==> src/rtl/mrld_pkg.sv <==
// types and constants of the mask run-length decoder
package mrld_pkg;

	localparam logic [7:0] MAGIC_BYTE = 8'h55;
	localparam logic [7:0] BLACK_VALUE = 8'h00;
	localparam logic [7:0] WHITE_VALUE = 8'hFF;

	localparam int COUNT_W = 28;
	localparam int ACC_W = 24;

	// chunk type codes in header bits 7:6
	typedef enum logic [1:0] {
		KIND_BLACK = 2'b00,
		KIND_GREY  = 2'b01,
		KIND_BAD   = 2'b10,
		KIND_WHITE = 2'b11
	} kind_t;

	typedef enum logic [2:0] {
		ST_OK    = 3'd0,
		ST_MAGIC = 3'd1,
		ST_CHECK = 3'd2,
		ST_TYPE  = 3'd3,
		ST_TRUNC = 3'd4
	} status_t;

	typedef enum logic [4:0] {
		PH_MAGIC   = 5'b00001,
		PH_HEADER  = 5'b00010,
		PH_GREY    = 5'b00100,
		PH_EXT     = 5'b01000,
		PH_DISCARD = 5'b10000
	} phase_t;

	typedef struct packed {
		logic               is_report;
		logic [7:0]         run_value;
		logic [COUNT_W-1:0] run_count;
		status_t            status;
	} result_t;

endpackage

==> src/rtl/mask_run_length_decoder.sv <==
// mask run-length decoder: frame parser with registered result and skid stage
//
// channel   direction  handshake                    payload
// byte      request in byte_valid / byte_ready      byte_in, frame_end
// result    request out result_valid / result_ready is_report, run_value, run_count, status
//
// one byte request is taken per cycle while byte_ready is high; parser state is written
// at the accepting edge, any run or report into the result register or the skid stage
// the combinational header/grey/extension parser sets the rate: one byte per ready clock
// the skid register absorbs one result while the result register stalls, so
// byte_ready only drops when both hold a result
// arst_n clears parser state and both valid flags; the next byte is taken as magic
module mask_run_length_decoder (
	input  logic        clk,
	input  logic        arst_n,
	input  logic        byte_valid,
	output logic        byte_ready,
	input  logic [7:0]  byte_in,
	input  logic        frame_end,
	output logic        result_valid,
	input  logic        result_ready,
	output logic        is_report,
	output logic [7:0]  run_value,
	output logic [27:0] run_count,
	output logic [2:0]  status
);

	// parser state
	mrld_pkg::phase_t                phase_q;
	mrld_pkg::kind_t                 kind_q;
	logic [3:0]                      nibble_q;
	logic [1:0]                      ext_left_q;
	logic [mrld_pkg::ACC_W-1:0]      acc_q;
	logic [7:0]                      held_q;
	logic [7:0]                      sum_q;
	mrld_pkg::status_t               error_q;

	mrld_pkg::phase_t                phase_d;
	mrld_pkg::kind_t                 kind_d;
	logic [3:0]                      nibble_d;
	logic [1:0]                      ext_left_d;
	logic [mrld_pkg::ACC_W-1:0]      acc_d;
	logic [7:0]                      held_d;
	logic [7:0]                      sum_d;
	mrld_pkg::status_t               error_d;

	// result produced by the byte on the port
	logic                            res_valid;
	mrld_pkg::result_t               res;

	// output register and skid stage
	logic                            out_valid_q;
	logic                            skid_valid_q;
	mrld_pkg::result_t               out_q;
	mrld_pkg::result_t               skid_q;

	logic                            accept;
	logic                            acc_res;
	logic                            take;
	logic                            out_free;
	logic                            load_out;
	logic                            load_skid;

	assign accept   = byte_valid && byte_ready;
	assign acc_res  = accept && res_valid;
	assign take     = result_valid && result_ready;
	assign out_free = take || !out_valid_q;
	assign load_out = out_free && (skid_valid_q || acc_res);
	assign load_skid = acc_res && !out_free;

	assign byte_ready   = !skid_valid_q;
	assign result_valid = out_valid_q;
	assign is_report    = out_q.is_report;
	assign run_value    = out_q.run_value;
	assign run_count    = out_q.run_count;
	assign status       = out_q.status;

	// parser next state and result
	always_comb begin
		logic [mrld_pkg::COUNT_W-1:0] len;
		mrld_pkg::kind_t              kind_in;
		logic                         finish;

		phase_d    = phase_q;
		kind_d     = kind_q;
		nibble_d   = nibble_q;
		ext_left_d = ext_left_q;
		acc_d      = acc_q;
		held_d     = held_q;
		sum_d      = sum_q;
		error_d    = error_q;
		res_valid  = 1'b0;
		res        = '0;
		finish     = 1'b0;
		kind_in    = mrld_pkg::kind_t'(byte_in[7:6]);
		len        = '0;

		if (frame_end) begin
			// checksum byte: report and return to reset values
			res_valid     = 1'b1;
			res.is_report = 1'b1;
			if (phase_q == mrld_pkg::PH_MAGIC) begin
				res.status = mrld_pkg::ST_TRUNC;
			end else if (error_q == mrld_pkg::ST_MAGIC) begin
				res.status = mrld_pkg::ST_MAGIC;
			end else if (byte_in != ~sum_q) begin
				res.status = mrld_pkg::ST_CHECK;
			end else if (error_q == mrld_pkg::ST_TYPE) begin
				res.status = mrld_pkg::ST_TYPE;
			end else if (phase_q inside {mrld_pkg::PH_GREY, mrld_pkg::PH_EXT}) begin
				res.status = mrld_pkg::ST_TRUNC;
			end else begin
				res.status = mrld_pkg::ST_OK;
			end
			phase_d    = mrld_pkg::PH_MAGIC;
			kind_d     = mrld_pkg::KIND_BLACK;
			nibble_d   = '0;
			ext_left_d = '0;
			acc_d      = '0;
			held_d     = '0;
			sum_d      = '0;
			error_d    = mrld_pkg::ST_OK;
		end else if (phase_q == mrld_pkg::PH_MAGIC) begin
			if (byte_in == mrld_pkg::MAGIC_BYTE) begin
				phase_d = mrld_pkg::PH_HEADER;
			end else begin
				error_d = mrld_pkg::ST_MAGIC;
				phase_d = mrld_pkg::PH_DISCARD;
			end
		end else if (error_q != mrld_pkg::ST_MAGIC) begin
			sum_d = sum_q + byte_in;
			case (phase_q)
				mrld_pkg::PH_HEADER: begin
					nibble_d   = byte_in[3:0];
					ext_left_d = byte_in[5:4];
					kind_d     = kind_in;
					acc_d      = '0;
					case (kind_in)
						mrld_pkg::KIND_BAD: begin
							error_d = mrld_pkg::ST_TYPE;
							phase_d = mrld_pkg::PH_DISCARD;
						end
						mrld_pkg::KIND_GREY: begin
							phase_d = mrld_pkg::PH_GREY;
						end
						default: begin
							held_d = (kind_in == mrld_pkg::KIND_WHITE) ?
								mrld_pkg::WHITE_VALUE : mrld_pkg::BLACK_VALUE;
							if (byte_in[5:4] != 2'd0) begin
								phase_d = mrld_pkg::PH_EXT;
							end else begin
								finish = 1'b1;
							end
						end
					endcase
				end
				mrld_pkg::PH_GREY: begin
					held_d = byte_in;
					if (ext_left_q != 2'd0) begin
						phase_d = mrld_pkg::PH_EXT;
					end else begin
						finish = 1'b1;
					end
				end
				mrld_pkg::PH_EXT: begin
					acc_d      = {acc_q[mrld_pkg::ACC_W-9:0], byte_in};
					ext_left_d = ext_left_q - 2'd1;
					if (ext_left_q == 2'd1) begin
						finish = 1'b1;
					end
				end
				default: begin
				end
			endcase
		end

		// close the chunk; zero-length runs give nothing
		if (finish) begin
			phase_d       = mrld_pkg::PH_HEADER;
			len           = {acc_d, nibble_d};
			res.is_report = 1'b0;
			res.run_value = held_d;
			res.run_count = len;
			res.status    = mrld_pkg::ST_OK;
			res_valid     = (len != '0);
		end
	end

	// parser state registers
	always_ff @(posedge clk or negedge arst_n) begin
		if (!arst_n) begin
			phase_q    <= mrld_pkg::PH_MAGIC;
			kind_q     <= mrld_pkg::KIND_BLACK;
			nibble_q   <= '0;
			ext_left_q <= '0;
			acc_q      <= '0;
			held_q     <= '0;
			sum_q      <= '0;
			error_q    <= mrld_pkg::ST_OK;
		end else if (accept) begin
			phase_q    <= phase_d;
			kind_q     <= kind_d;
			nibble_q   <= nibble_d;
			ext_left_q <= ext_left_d;
			acc_q      <= acc_d;
			held_q     <= held_d;
			sum_q      <= sum_d;
			error_q    <= error_d;
		end
	end

	// valid flags of result register and skid stage
	always_ff @(posedge clk or negedge arst_n) begin
		if (!arst_n) begin
			out_valid_q  <= 1'b0;
			skid_valid_q <= 1'b0;
		end else begin
			if (out_free) begin
				out_valid_q <= skid_valid_q || acc_res;
			end
			if (load_skid) begin
				skid_valid_q <= 1'b1;
			end else if (out_free) begin
				skid_valid_q <= 1'b0;
			end
		end
	end

	// result payload, no reset needed
	always_ff @(posedge clk) begin
		if (load_out) begin
			out_q <= skid_valid_q ? skid_q : res;
		end
		if (load_skid) begin
			skid_q <= res;
		end
	end

	// the skid stage only fills behind a stalled result register
	a_skid_behind_out: assert property (@(posedge clk) disable iff (!arst_n)
		skid_valid_q |-> out_valid_q)
		else $error("skid stage holds a result while the result register is empty");

	// a run never carries a status and never has zero length
	a_run_shape: assert property (@(posedge clk) disable iff (!arst_n)
		(out_valid_q && !out_q.is_report) |->
			(out_q.status == mrld_pkg::ST_OK && out_q.run_count != '0))
		else $error("malformed run result");

	// the checksum byte always sends the parser back to the magic phase and clears the sum
	a_frame_restart: assert property (@(posedge clk) disable iff (!arst_n)
		(accept && frame_end) |=> (phase_q == mrld_pkg::PH_MAGIC && sum_q == '0))
		else $error("parser did not restart after frame end");

	// a bad magic byte parks the parser until frame end
	a_magic_discard: assert property (@(posedge clk) disable iff (!arst_n)
		(error_q == mrld_pkg::ST_MAGIC) |-> (phase_q == mrld_pkg::PH_DISCARD))
		else $error("bad magic frame left the discard phase");

endmodule
==> config.mk <==
export PLATFORM = sky130hd
export DESIGN_NAME = mask_run_length_decoder
export DESIGN_NICKNAME = d
export VERILOG_FILES = /design/src/rtl/mrld_pkg.sv /design/src/rtl/mask_run_length_decoder.sv
export SDC_FILE = /design/constraint.sdc
export NUM_CORES = 1
export LEC_CHECK = 0
export ABC_AREA = 0
export BUFFER_PORTS_ARGS = -buffer_cell sky130_fd_sc_hd__buf_2
export CORE_ASPECT_RATIO = 1.25
export CORE_MARGIN = 3
export CORE_UTILIZATION = 45
export DETAILED_ROUTE_END_ITERATION = 8
export PLACE_DENSITY = 0.74
export SYNTH_ARGS = -nofsm -noshare
export SYNTH_HDL_FRONTEND = slang
export SYNTH_SLANG_ARGS = --single-unit
==> constraint.sdc <==
create_clock -name clk -period 6.85 [get_ports clk]
set_clock_uncertainty 0.1 [all_clocks]
set_input_delay 0.685 -clock clk [delete_from_list [all_inputs] [get_ports clk]]
set_output_delay 0.685 -clock clk [all_outputs]
set_load 0.05 [all_outputs]
Word-level counts from Yosys, hierarchy flattened
Cells that the tools add are included.
{"block": "totals", "output_inout_bits": 42, "inputBits": 13, "register_bits": 136, "elab_cells": 120}
{"block": "op_classes", "n_eq_ne": 17, "bitwise": 1, "n_addsub": 2, "mux": 56, "reduce_logical": 27}
{"cell": "2-to-1 mux 40 bit", "n": 2}
{"cell": "2-to-1 mux 24 bit", "n": 3}
{"cell": "2-to-1 mux 8 bit", "n": 8}
{"cell": "one-hot mux 24 bit (2 select lines)", "n": 1}
{"cell": "2-to-1 mux 3 bit", "n": 12}
{"cell": "2-to-1 mux 5 bit", "n": 7}
{"cell": "nonzero test 28 bit", "n": 1}
{"cell": "one-hot mux 5 bit (2 select lines)", "n": 2}
{"cell": "2-to-1 mux 4 bit", "n": 4}
{"cell": "one-hot mux 8 bit (2 select lines)", "n": 1}
{"cell": "nonzero test 3 bit", "n": 4}
{"cell": "2-to-1 mux 1 bit", "n": 11}
{"cell": "AND reduction 5 bit", "n": 2}
{"cell": "nonzero test 2 bit", "n": 5}
{"cell": "adder 8 bit", "n": 1}
{"cell": "equality test 8 x 7 -> 1 bit, second input constant", "n": 1}
{"cell": "!= test 8 bit", "n": 1}
{"cell": "inverter 8 bit", "n": 1}
{"cell": "!= test 7 bit, second input constant", "n": 1}
{"cell": "2-to-1 mux 2 bit", "n": 3}
{"cell": "equality test 5 x 1 -> 1 bit, second input constant", "n": 1}
{"cell": "equality test 5 x 2 -> 1 bit, second input constant", "n": 1}
{"cell": "equality test 5 x 3 -> 1 bit, second input constant", "n": 1}
{"cell": "equality test 5 x 4 -> 1 bit, second input constant", "n": 1}
{"cell": "19 further kinds", "n": 28}

Longest topological paths before layout
Gate-level depths: netlist (run 1).
{"block": "depth", "word_depth": 11, "ltp_mapped": 8, "depth_no_buf": 7}

Least setup slack after synthesis (run 1)
No wires, ideal clock.
{"block": "synth_path", "path_kind": "input to register", "startpoint": "in byte_in[6]", "endpoint": "reg skid_q[0] (netlist bit), enable pin", "required_time_ps": 6263, "setup_slack_ps": 1769, "t_arrival_ps": 4493, "path_buffers": 0, "setup_time_ps": 487, "cell_stages": 7, "cell_sequence": "inv_1 > ha_1 > nand3_4 > o311ai_4 > a21o_2 > o31ai_1 > nor3_1"}
{"block": "synth_between", "elab_chain_cells": 10, "elab_cells_between_ends": 16, "cone_classes": "eq/ne: 2; mux: 10; reduce/logical: 4"}
{"item": "start, declared", "line_no": "mask_run_length_decoder.sv:18", "source": "input logic [7:0] byte_in,"}
{"item": "equality test 2 x 1 -> 1 bit / equality test 2 bit (equally long branches)", "line_no": "mask_run_length_decoder.sv:138", "source": "case (kind_in)"}
{"item": "OR reduction 2 bit (no source line)"}
{"item": "2-to-1 mux 1 bit", "line_no": "mask_run_length_decoder.sv:138"}
{"item": "one-hot mux 1 bit (3 select lines)", "line_no": "mask_run_length_decoder.sv:132", "source": "case (phase_q)"}
{"item": "2-to-1 mux 1 bit", "line_no": "mask_run_length_decoder.sv:130", "source": "end else if (error_q != mrld_pkg::ST_MAGIC) begin"}
{"item": "2-to-1 mux 1 bit", "line_no": "mask_run_length_decoder.sv:123", "source": "end else if (phase_q == mrld_pkg::PH_MAGIC) begin"}
{"item": "2-to-1 mux 1 bit", "line_no": "mask_run_length_decoder.sv:98", "source": "if (frame_end) begin"}
{"item": "2-to-1 mux 1 bit *", "line_no": "mask_run_length_decoder.sv:178", "source": "if (finish) begin"}
{"item": "logical AND 1 bit *", "line_no": "mask_run_length_decoder.sv:65", "source": "assign acc_res = accept && res_valid;"}
{"item": "logical AND 1 bit *", "line_no": "mask_run_length_decoder.sv:69", "source": "assign load_skid = acc_res && !out_free;"}
{"item": "via load_skid", "line_no": "mask_run_length_decoder.sv:62", "source": "logic load_skid;"}
{"item": "end signal, assigned", "line_no": "mask_run_length_decoder.sv:235", "source": "skid_q <= res;"}
{"item": "end, declared", "line_no": "mask_run_length_decoder.sv:55", "source": "mrld_pkg::result_t skid_q;"}
Mark *: on every way through the listed nets, which the timed path passes. The rest lies on a longest branch.
A chain may end at the register's enable or synchronous reset.

Worst setup path after layout (run 1)
{"block": "layout_path", "startpoint": "in frame_end", "endpoint": "reg out_q, in the netlist run_count[16], enable pin"}
{"block": "layout_between", "elab_chain_cells": 6, "elab_cells_between_ends": 9, "cone_classes": "mux: 5; reduce/logical: 4"}
{"item": "start, declared", "line_no": "mask_run_length_decoder.sv:19", "source": "input logic frame_end,"}
{"item": "2-to-1 mux 4 bit / 2-to-1 mux 24 bit (equally long branches)", "line_no": "mask_run_length_decoder.sv:98"}
{"item": "nonzero test 28 bit", "line_no": "mask_run_length_decoder.sv:185", "source": "res_valid = (len != '0);"}
{"item": "2-to-1 mux 1 bit *", "line_no": "mask_run_length_decoder.sv:178"}
{"item": "logical AND 1 bit *", "line_no": "mask_run_length_decoder.sv:65"}
{"item": "logical OR 1 bit *", "line_no": "mask_run_length_decoder.sv:68", "source": "assign load_out = out_free && (skid_valid_q || acc_res);"}
{"item": "logical AND 1 bit *", "line_no": "mask_run_length_decoder.sv:68"}
{"item": "via load_out", "line_no": "mask_run_length_decoder.sv:61", "source": "logic load_out;"}
{"item": "end signal, assigned", "line_no": "mask_run_length_decoder.sv:232", "source": "out_q <= skid_valid_q ? skid_q : res;"}
{"item": "end, declared", "line_no": "mask_run_length_decoder.sv:54", "source": "mrld_pkg::result_t out_q;"}
Marks and branches as above.

==> reports/metrics.cfg, run 1 <==
[final_layout]
regArea_um2=3780
fin_nets=635
drive_gt1_share_pct=22.7
fillers=1217
final_area_um2=7550
multi_input_area_um2=2640
syn_to_final_growth_pct=13.5
n_antenna_cell=0

[die]
die_w_um=115
core-area_um2=14400
die_h_um=142
die_area_um2=16300
start_util_pct=46.2
ios=55
rows=49

[flow_run]
drv_cap=0

[pwr]
combPwrFrac_pct=23.7
power.switching_w=0.000863
vdd_drop_max_uv=191
seq_power_share_pct=41.7
power_density_nw_per_um2=329
p_clk_share_pct=34.6
p_sw_share_pct=34.7
p_leak_nw=2.88
intPower_w=0.00162

[synth]
yosys_warnings=0
avgSynthCellArea_um2=11.7
yosys.area_share.xor_xnor_pct=1.19
synth_mux_area_share_pct=2.13
postSynth.asyncResetShare_pct=40.7
synth-seq-cells=135
synthAdderAreaFrac_pct=2.75
synthCells=570
yosys.cell_types.count=66
synthesis.area_um2=6650
yosysSeqAreaShare_pct=56.8
synth_edf_count=80
synth_compound_area_share_pct=21.0
syn_nets=597
synth_top_family_by_area=compound AO/OA/AOI/OAI gates
synth_simple_gate_area_share_pct=12.2
synth_top_flop_cell=edfxtp_1

[global_routing]
gr-usage-all-layers_pct=19.5
grt_pass1_vias=4758
grt_overflow=0
antenna_found_initial=0
grt_max_degree=67
grt_pass1_wl_mm=25.1

[critical_path]
worst-setup-path-type=input port to register
worst_setup_path_end_kind=register
slowest_delay_ps=900
rr_endpoint=run_count[16]
cp_num_buf_inv=3
critical_path.top_delay_family=buffers and inverters
critPathLaunchType=input port
critical_path_arrival_ps=3910
worstPathRequired_ps=6820
worstPathCellList=buf_2 -> inv_1 -> and4_1 -> nand2_1 -> a311oi_2 -> o311ai_2 -> a21boi_4 -> buf_4
reg2reg_from=phase_q[1]
rrSetupSlack_ps=3070
cp_slowest_cell=and4_1
reg2regPathDepth=7
worst-path-max-fanout=30

[sta]
relSlewSlack_pct=24.0
drv_slew=0
rsz0062_at_grt=false
setup-tns-final_ps=0
fin_crit_ps=3940
fin_crit_sh_pct=57.5
layout_setup_ws_ps=2910
finalSetupViolations=0
tightest_slew_ps=1140
timing.fmax_mhz=254
finalHoldViolCount=0

[placement]
placed_cell_area_um2=6990
dpl.hpwl_mm=10.3
io_buffers=54
gp_congestion=0.843
pre_cts_ws_ps=2530

[drt]
drt-wirelength-per-cell_um=19.1
finalWirelength_mm=15.2
via_per_inst=6.02
drc=0
dr.first_iter.drc_count=456
antenna_left=0
firstDrtPassIters=5
vias=4809

[clock_network]
cts_tree=done
cts_made_buffers=17
clockBufferDepth=2
cts_max_level=4
ctsHoldBuffers=0
post_cts_resized=0
clk_latency_ps=410
cts.sinks=135
path_clk_slew_ps=60
cts_root_buf=clkbuf_16
post_cts_buffers=0

[status]
status=complete, no violations

[min_path]
min_path_type=input port to async pin

worst max path at each step:
stage / end / depth (start not counted) / slack (ps) / startpoint
6_report: run_count[16] / 8 / 2910 / frame_end
5_1_grt: run_count[25] / 8 / 2630 / frame_end
3_5_place_dp: run_count[27] / 8 / 2530 / frame_end
3_3_place_gp: run_count[25] / 8 / 2730 / frame_end
2_1_floorplan: skid_q[0] / 7 / 1770 / byte_in[6]
4_1_cts: run_count[25] / 8 / 2960 / frame_end
metrics by stage:
stage	hold slack, ps	instances	util, %	power [W]
2_1_floorplan	289	570	-	0.00149
3_3_place_gp	363	767	48.5	0.00161
3_5_place_dp	366	767	48.5	0.00163
4_1_cts	334	799	52.4	0.00249
5_1_grt	357	799	52.4	0.00260
6_report	314	799	52.4	0.00248
placed cells by master (no fill, tap or decap), types with 17 or more instances in the layout:
cell       Yosys  layout
a22o_1        24      24
a22oi_1       34      34
buf_2         12      54
clkbuf_16      0      17
dfrtp_1       54      53
edfxtp_1      80      80
nand2_1       66      66
nand3_1       19      19
nor2_1        50      50
o21ai_0       22      22
o31ai_1       19      19
cells by family after synthesis:
| group | after synthesis |
|---|---|
| compound gates | 175 |
| fa+ha+maj | 14 |
| buf+inv | 51 |
| flops | 135 |
| mux | 13 |
| xor+xnor | 9 |
| simple gates | 173 |
sequential cells by signal, summed over array words and instances (netlist names):
name,cells
result_valid,1
ext_left_q,2
run_count,28
phase_q,5
held_q,8
sum_q,8
is_report,1
skid_valid_q,1
error_q,2
status,3
nibble_q,4
acc_q,24
skid_q,40
run_value,8
cell type report:
class,instances,share of cell area (%)
clock buffers,17,5.63
clock inverters,15,1.77
inverters,10,0.497
multi-input cells,384,34.9
flip-flops and latches,135,50.1
well taps,178,2.95
repair buffers,60,4.18
layer usage:
| layer | global-route usage, % | up-vias | share of wire [%] |
|---|---|---|---|
| met5 | 0 | - | 0 |
| met4 | 8.41 | 0 | 2.9 |
| met3 | 3.97 | 34 | 5.4 |
| met2 | 31.2 | 192 | 50 |
| met1 | 25.9 | 2339 | 42 |
| li1 | - | 2244 | - |
power by group through the flow:
stage	Sequential [W]	Combinational, W	Clock, W
floorplan	0.00110	0.000390	0
global placement	0.00104	0.000568	0
detailed placement	0.00105	0.000585	0
CTS	0.00103	0.000587	0.000874
global route	0.00105	0.000641	0.000912
finish	0.00104	0.000589	0.000859
Yosys cell counts (3+ instances only):
library cell	count	area, µm²
edfxtp_1	80	2400
nand2_1	66	248
dfrtp_1	54	1350
nor2_1	50	188
a22oi_1	34	255
a22o_1	24	210
o21ai_0	22	110
clkbuf_1	19	71.3
nand3_1	19	95.1
o31ai_1	19	143
o31ai_2	14	175
a21o_1	13	97.6
ha_1	13	163
a21oi_1	12	60.1
buf_2	12	60.1
inv_1	10	37.5
mux2_2	9	101
a21oi_2	7	61.3
o2bb2ai_1	7	61.3
buf_6	6	67.6
nand4_1	6	37.5
xnor2_1	6	52.6
nor3_1	5	25.0
nor4_1	5	31.3
mux2i_1	4	40.0
a211oi_1	3	22.5
xor2_1	3	26.3
(Power assumes the default switching activity.)
==> run 2, diff against run 1 <==
Clock period 6.85 ns to 3.81 ns, I/O delays scaled along.
==> run 2 against run 1 <==
  * Count of clock-buffer cells in the layout is the same
  * Critical endpoint is now run_count[27]
  * Core utilization increased by 0.48 points
  * Largest power group unchanged
  * Worst hold slack worse by 77 ps
  * Non-clock buffer count up 8
  * Sequential share of layout area shrank 0.45 points
  * Routed wire length shrank 0.94%
  * Via count rose by 0.54%
  * Critical path depth shrank 1
  * First-iteration DRC count fell by 14%
  * Worst setup slack got worse by 2300 ps
  * Cell count rose by 0.88%
==> reports/metrics.cfg, run 2 (synthesis results as in run 1) <==
[final_layout]
fillers=1216
drive_gt1_share_pct=23.1
stdcell_count=806
syn_to_final_growth_pct=14.6
fin_nets=643
regArea_um2=3780
top_register=skid_q
n_antenna_cell=0
largest_register_ffs=40
layout_commonest_cell=edfxtp_1
multi_input_area_um2=2640
mostFrequentLayoutCells=80 x edfxtp_1, 66 x nand2_1, 54 x buf_2, 53 x dfrtp_1, 50 x nor2_1

[drt]
firstDrtPassIters=5
finalWirelength_mm=15.1
antenna_left=0
via_per_inst=6.00
drt-wirelength-per-cell_um=18.7
vias=4835
top_layer=met4
dr.first_iter.drc_count=394
wl_met3_um=819
dr_wl_met2_mm=7.67
drc=0
wl_met1_mm=6.26

[sta]
fin_crit_sh_pct=83.5
layout_setup_ws_ps=628
setup-tns-final_ps=0
tightest_slew_ps=855
fin_crit_ps=3180
finalSetupViolations=0
relSlewSlack_pct=43.0
rsz0062_at_grt=false
drv_slew=0
finalHoldViolCount=0
timing.fmax_mhz=314

[clock_network]
cts_max_level=4
path_clk_slew_ps=60
cts_made_buffers=17
cts.sinks=135
post_cts_buffers=0
clk_latency_ps=420
clockBufferDepth=2
cts_tree=done
cts_root_buf=clkbuf_16

[global_routing]
antenna_found_initial=0
grt_max_degree=64
grt_pass1_vias=4690
grt_overflow=0
grt_pass1_wl_mm=24.7
gr-usage-all-layers_pct=19.3

[pwr]
intPower_w=0.00302
seq_power_share_pct=41.2
finalPower_w=0.00448
combPwrFrac_pct=24.1
power_density_nw_per_um2=588
p_sw_share_pct=32.7
power.switching_w=0.00146
p_leak_nw=2.92
p_clk_share_pct=34.6
vdd_drop_max_uv=303

[die]
die_w_um=115
die_area_um2=16300
rows=49
start_util_pct=46.2
ios=55
core-area_um2=14400
die_h_um=142

[placement]
dp.cells=774
io_buffers=54
dpl.hpwl_mm=10.2
pre_cts_ws_ps=612
gp_congestion=0.919

[status]
status=complete, no violations

[critical_path]
critPathLaunchType=register
cp_num_buf_inv=1
critical_path_arrival_ps=3160
critical_path.top_delay_family=simple AND/OR/NAND/NOR gates
worst-setup-path-type=register to register
worstPathRequired_ps=3790
worst_setup_path_end_kind=register
worst-path-max-fanout=30
cp_slowest_cell=dfrtp_1
worstPathCellList=nor3_4 -> and3_1 -> nor3_1 -> a211oi_2 -> o311ai_2 -> a21boi_4 -> buf_4
slowest_delay_ps=490

[flow_run]
drv_cap=0

[min_path]
min_path_type=input port to register

## run 2: worst paths after layout
| check | startpoint | endpoint | slack (ps) | cells past startpoint |
|---|---|---|---|---|
| min | byte_valid | skid_valid_q | 240 | 3 |
| max | phase_q[2] | run_count[27] | 630 | 7 |
| max in group asynchronous | arst_n | phase_q[0] | 2260 | 3 |
| min in group asynchronous | arst_n | held_q[2] | 500 | 2 |
| max reg2reg | phase_q[2] | run_count[27] | 630 | 7 |
| min reg2reg | held_q[4] | held_q[4] | 390 | 1 |
## run 2: area by class of cell
cell class	instances	area share (%)
repair buffers	68	4.96
clock inverters	14	1.76
flip-flops and latches	135	49.6
multi-input cells	384	34.7
clock buffers	17	5.58
well taps	178	2.92
inverters	10	0.493
## run 2: through the flow
stage	hold WS [ps]	utilization (%)	area, µm²
after detailed placement	377	48.9	7050
final	237	52.9	7620
after global routing	233	52.9	7620
after global placement	361	48.9	7050
after CTS	225	52.9	7620
after floorplan	-14.6	-	6660
## run 2: what timing repair did
action / 4_1_cts / 5_1_grt
hold buffers: 1 / 0
gates resized for setup: 0 / 0
endpoints found under the hold margin: 34 / 0
## run 2: worst min-delay path: stages
cell      delay [ps]
buf_2            120
o311ai_2         120
a21oi_1           80
## run 2: metal layers
layer / up-vias / global-route usage [%]
met2: 190 / 31.5
met4: 0 / 7.11
met5: - / 0
li1: 2250 / -
met3: 29 / 4.69
met1: 2366 / 25.1
## run 2: power by group through the flow
| stage | Combinational (W) | Clock, W | Sequential, W |
|---|---|---|---|
| CTS | 0.00108 | 0.00158 | 0.00184 |
| detailed placement | 0.00107 | 0 | 0.00187 |
| global placement | 0.00104 | 0 | 0.00186 |
| global route | 0.00118 | 0.00164 | 0.00186 |
| finish | 0.00108 | 0.00155 | 0.00185 |
| floorplan | 0.000704 | 0 | 0.00198 |
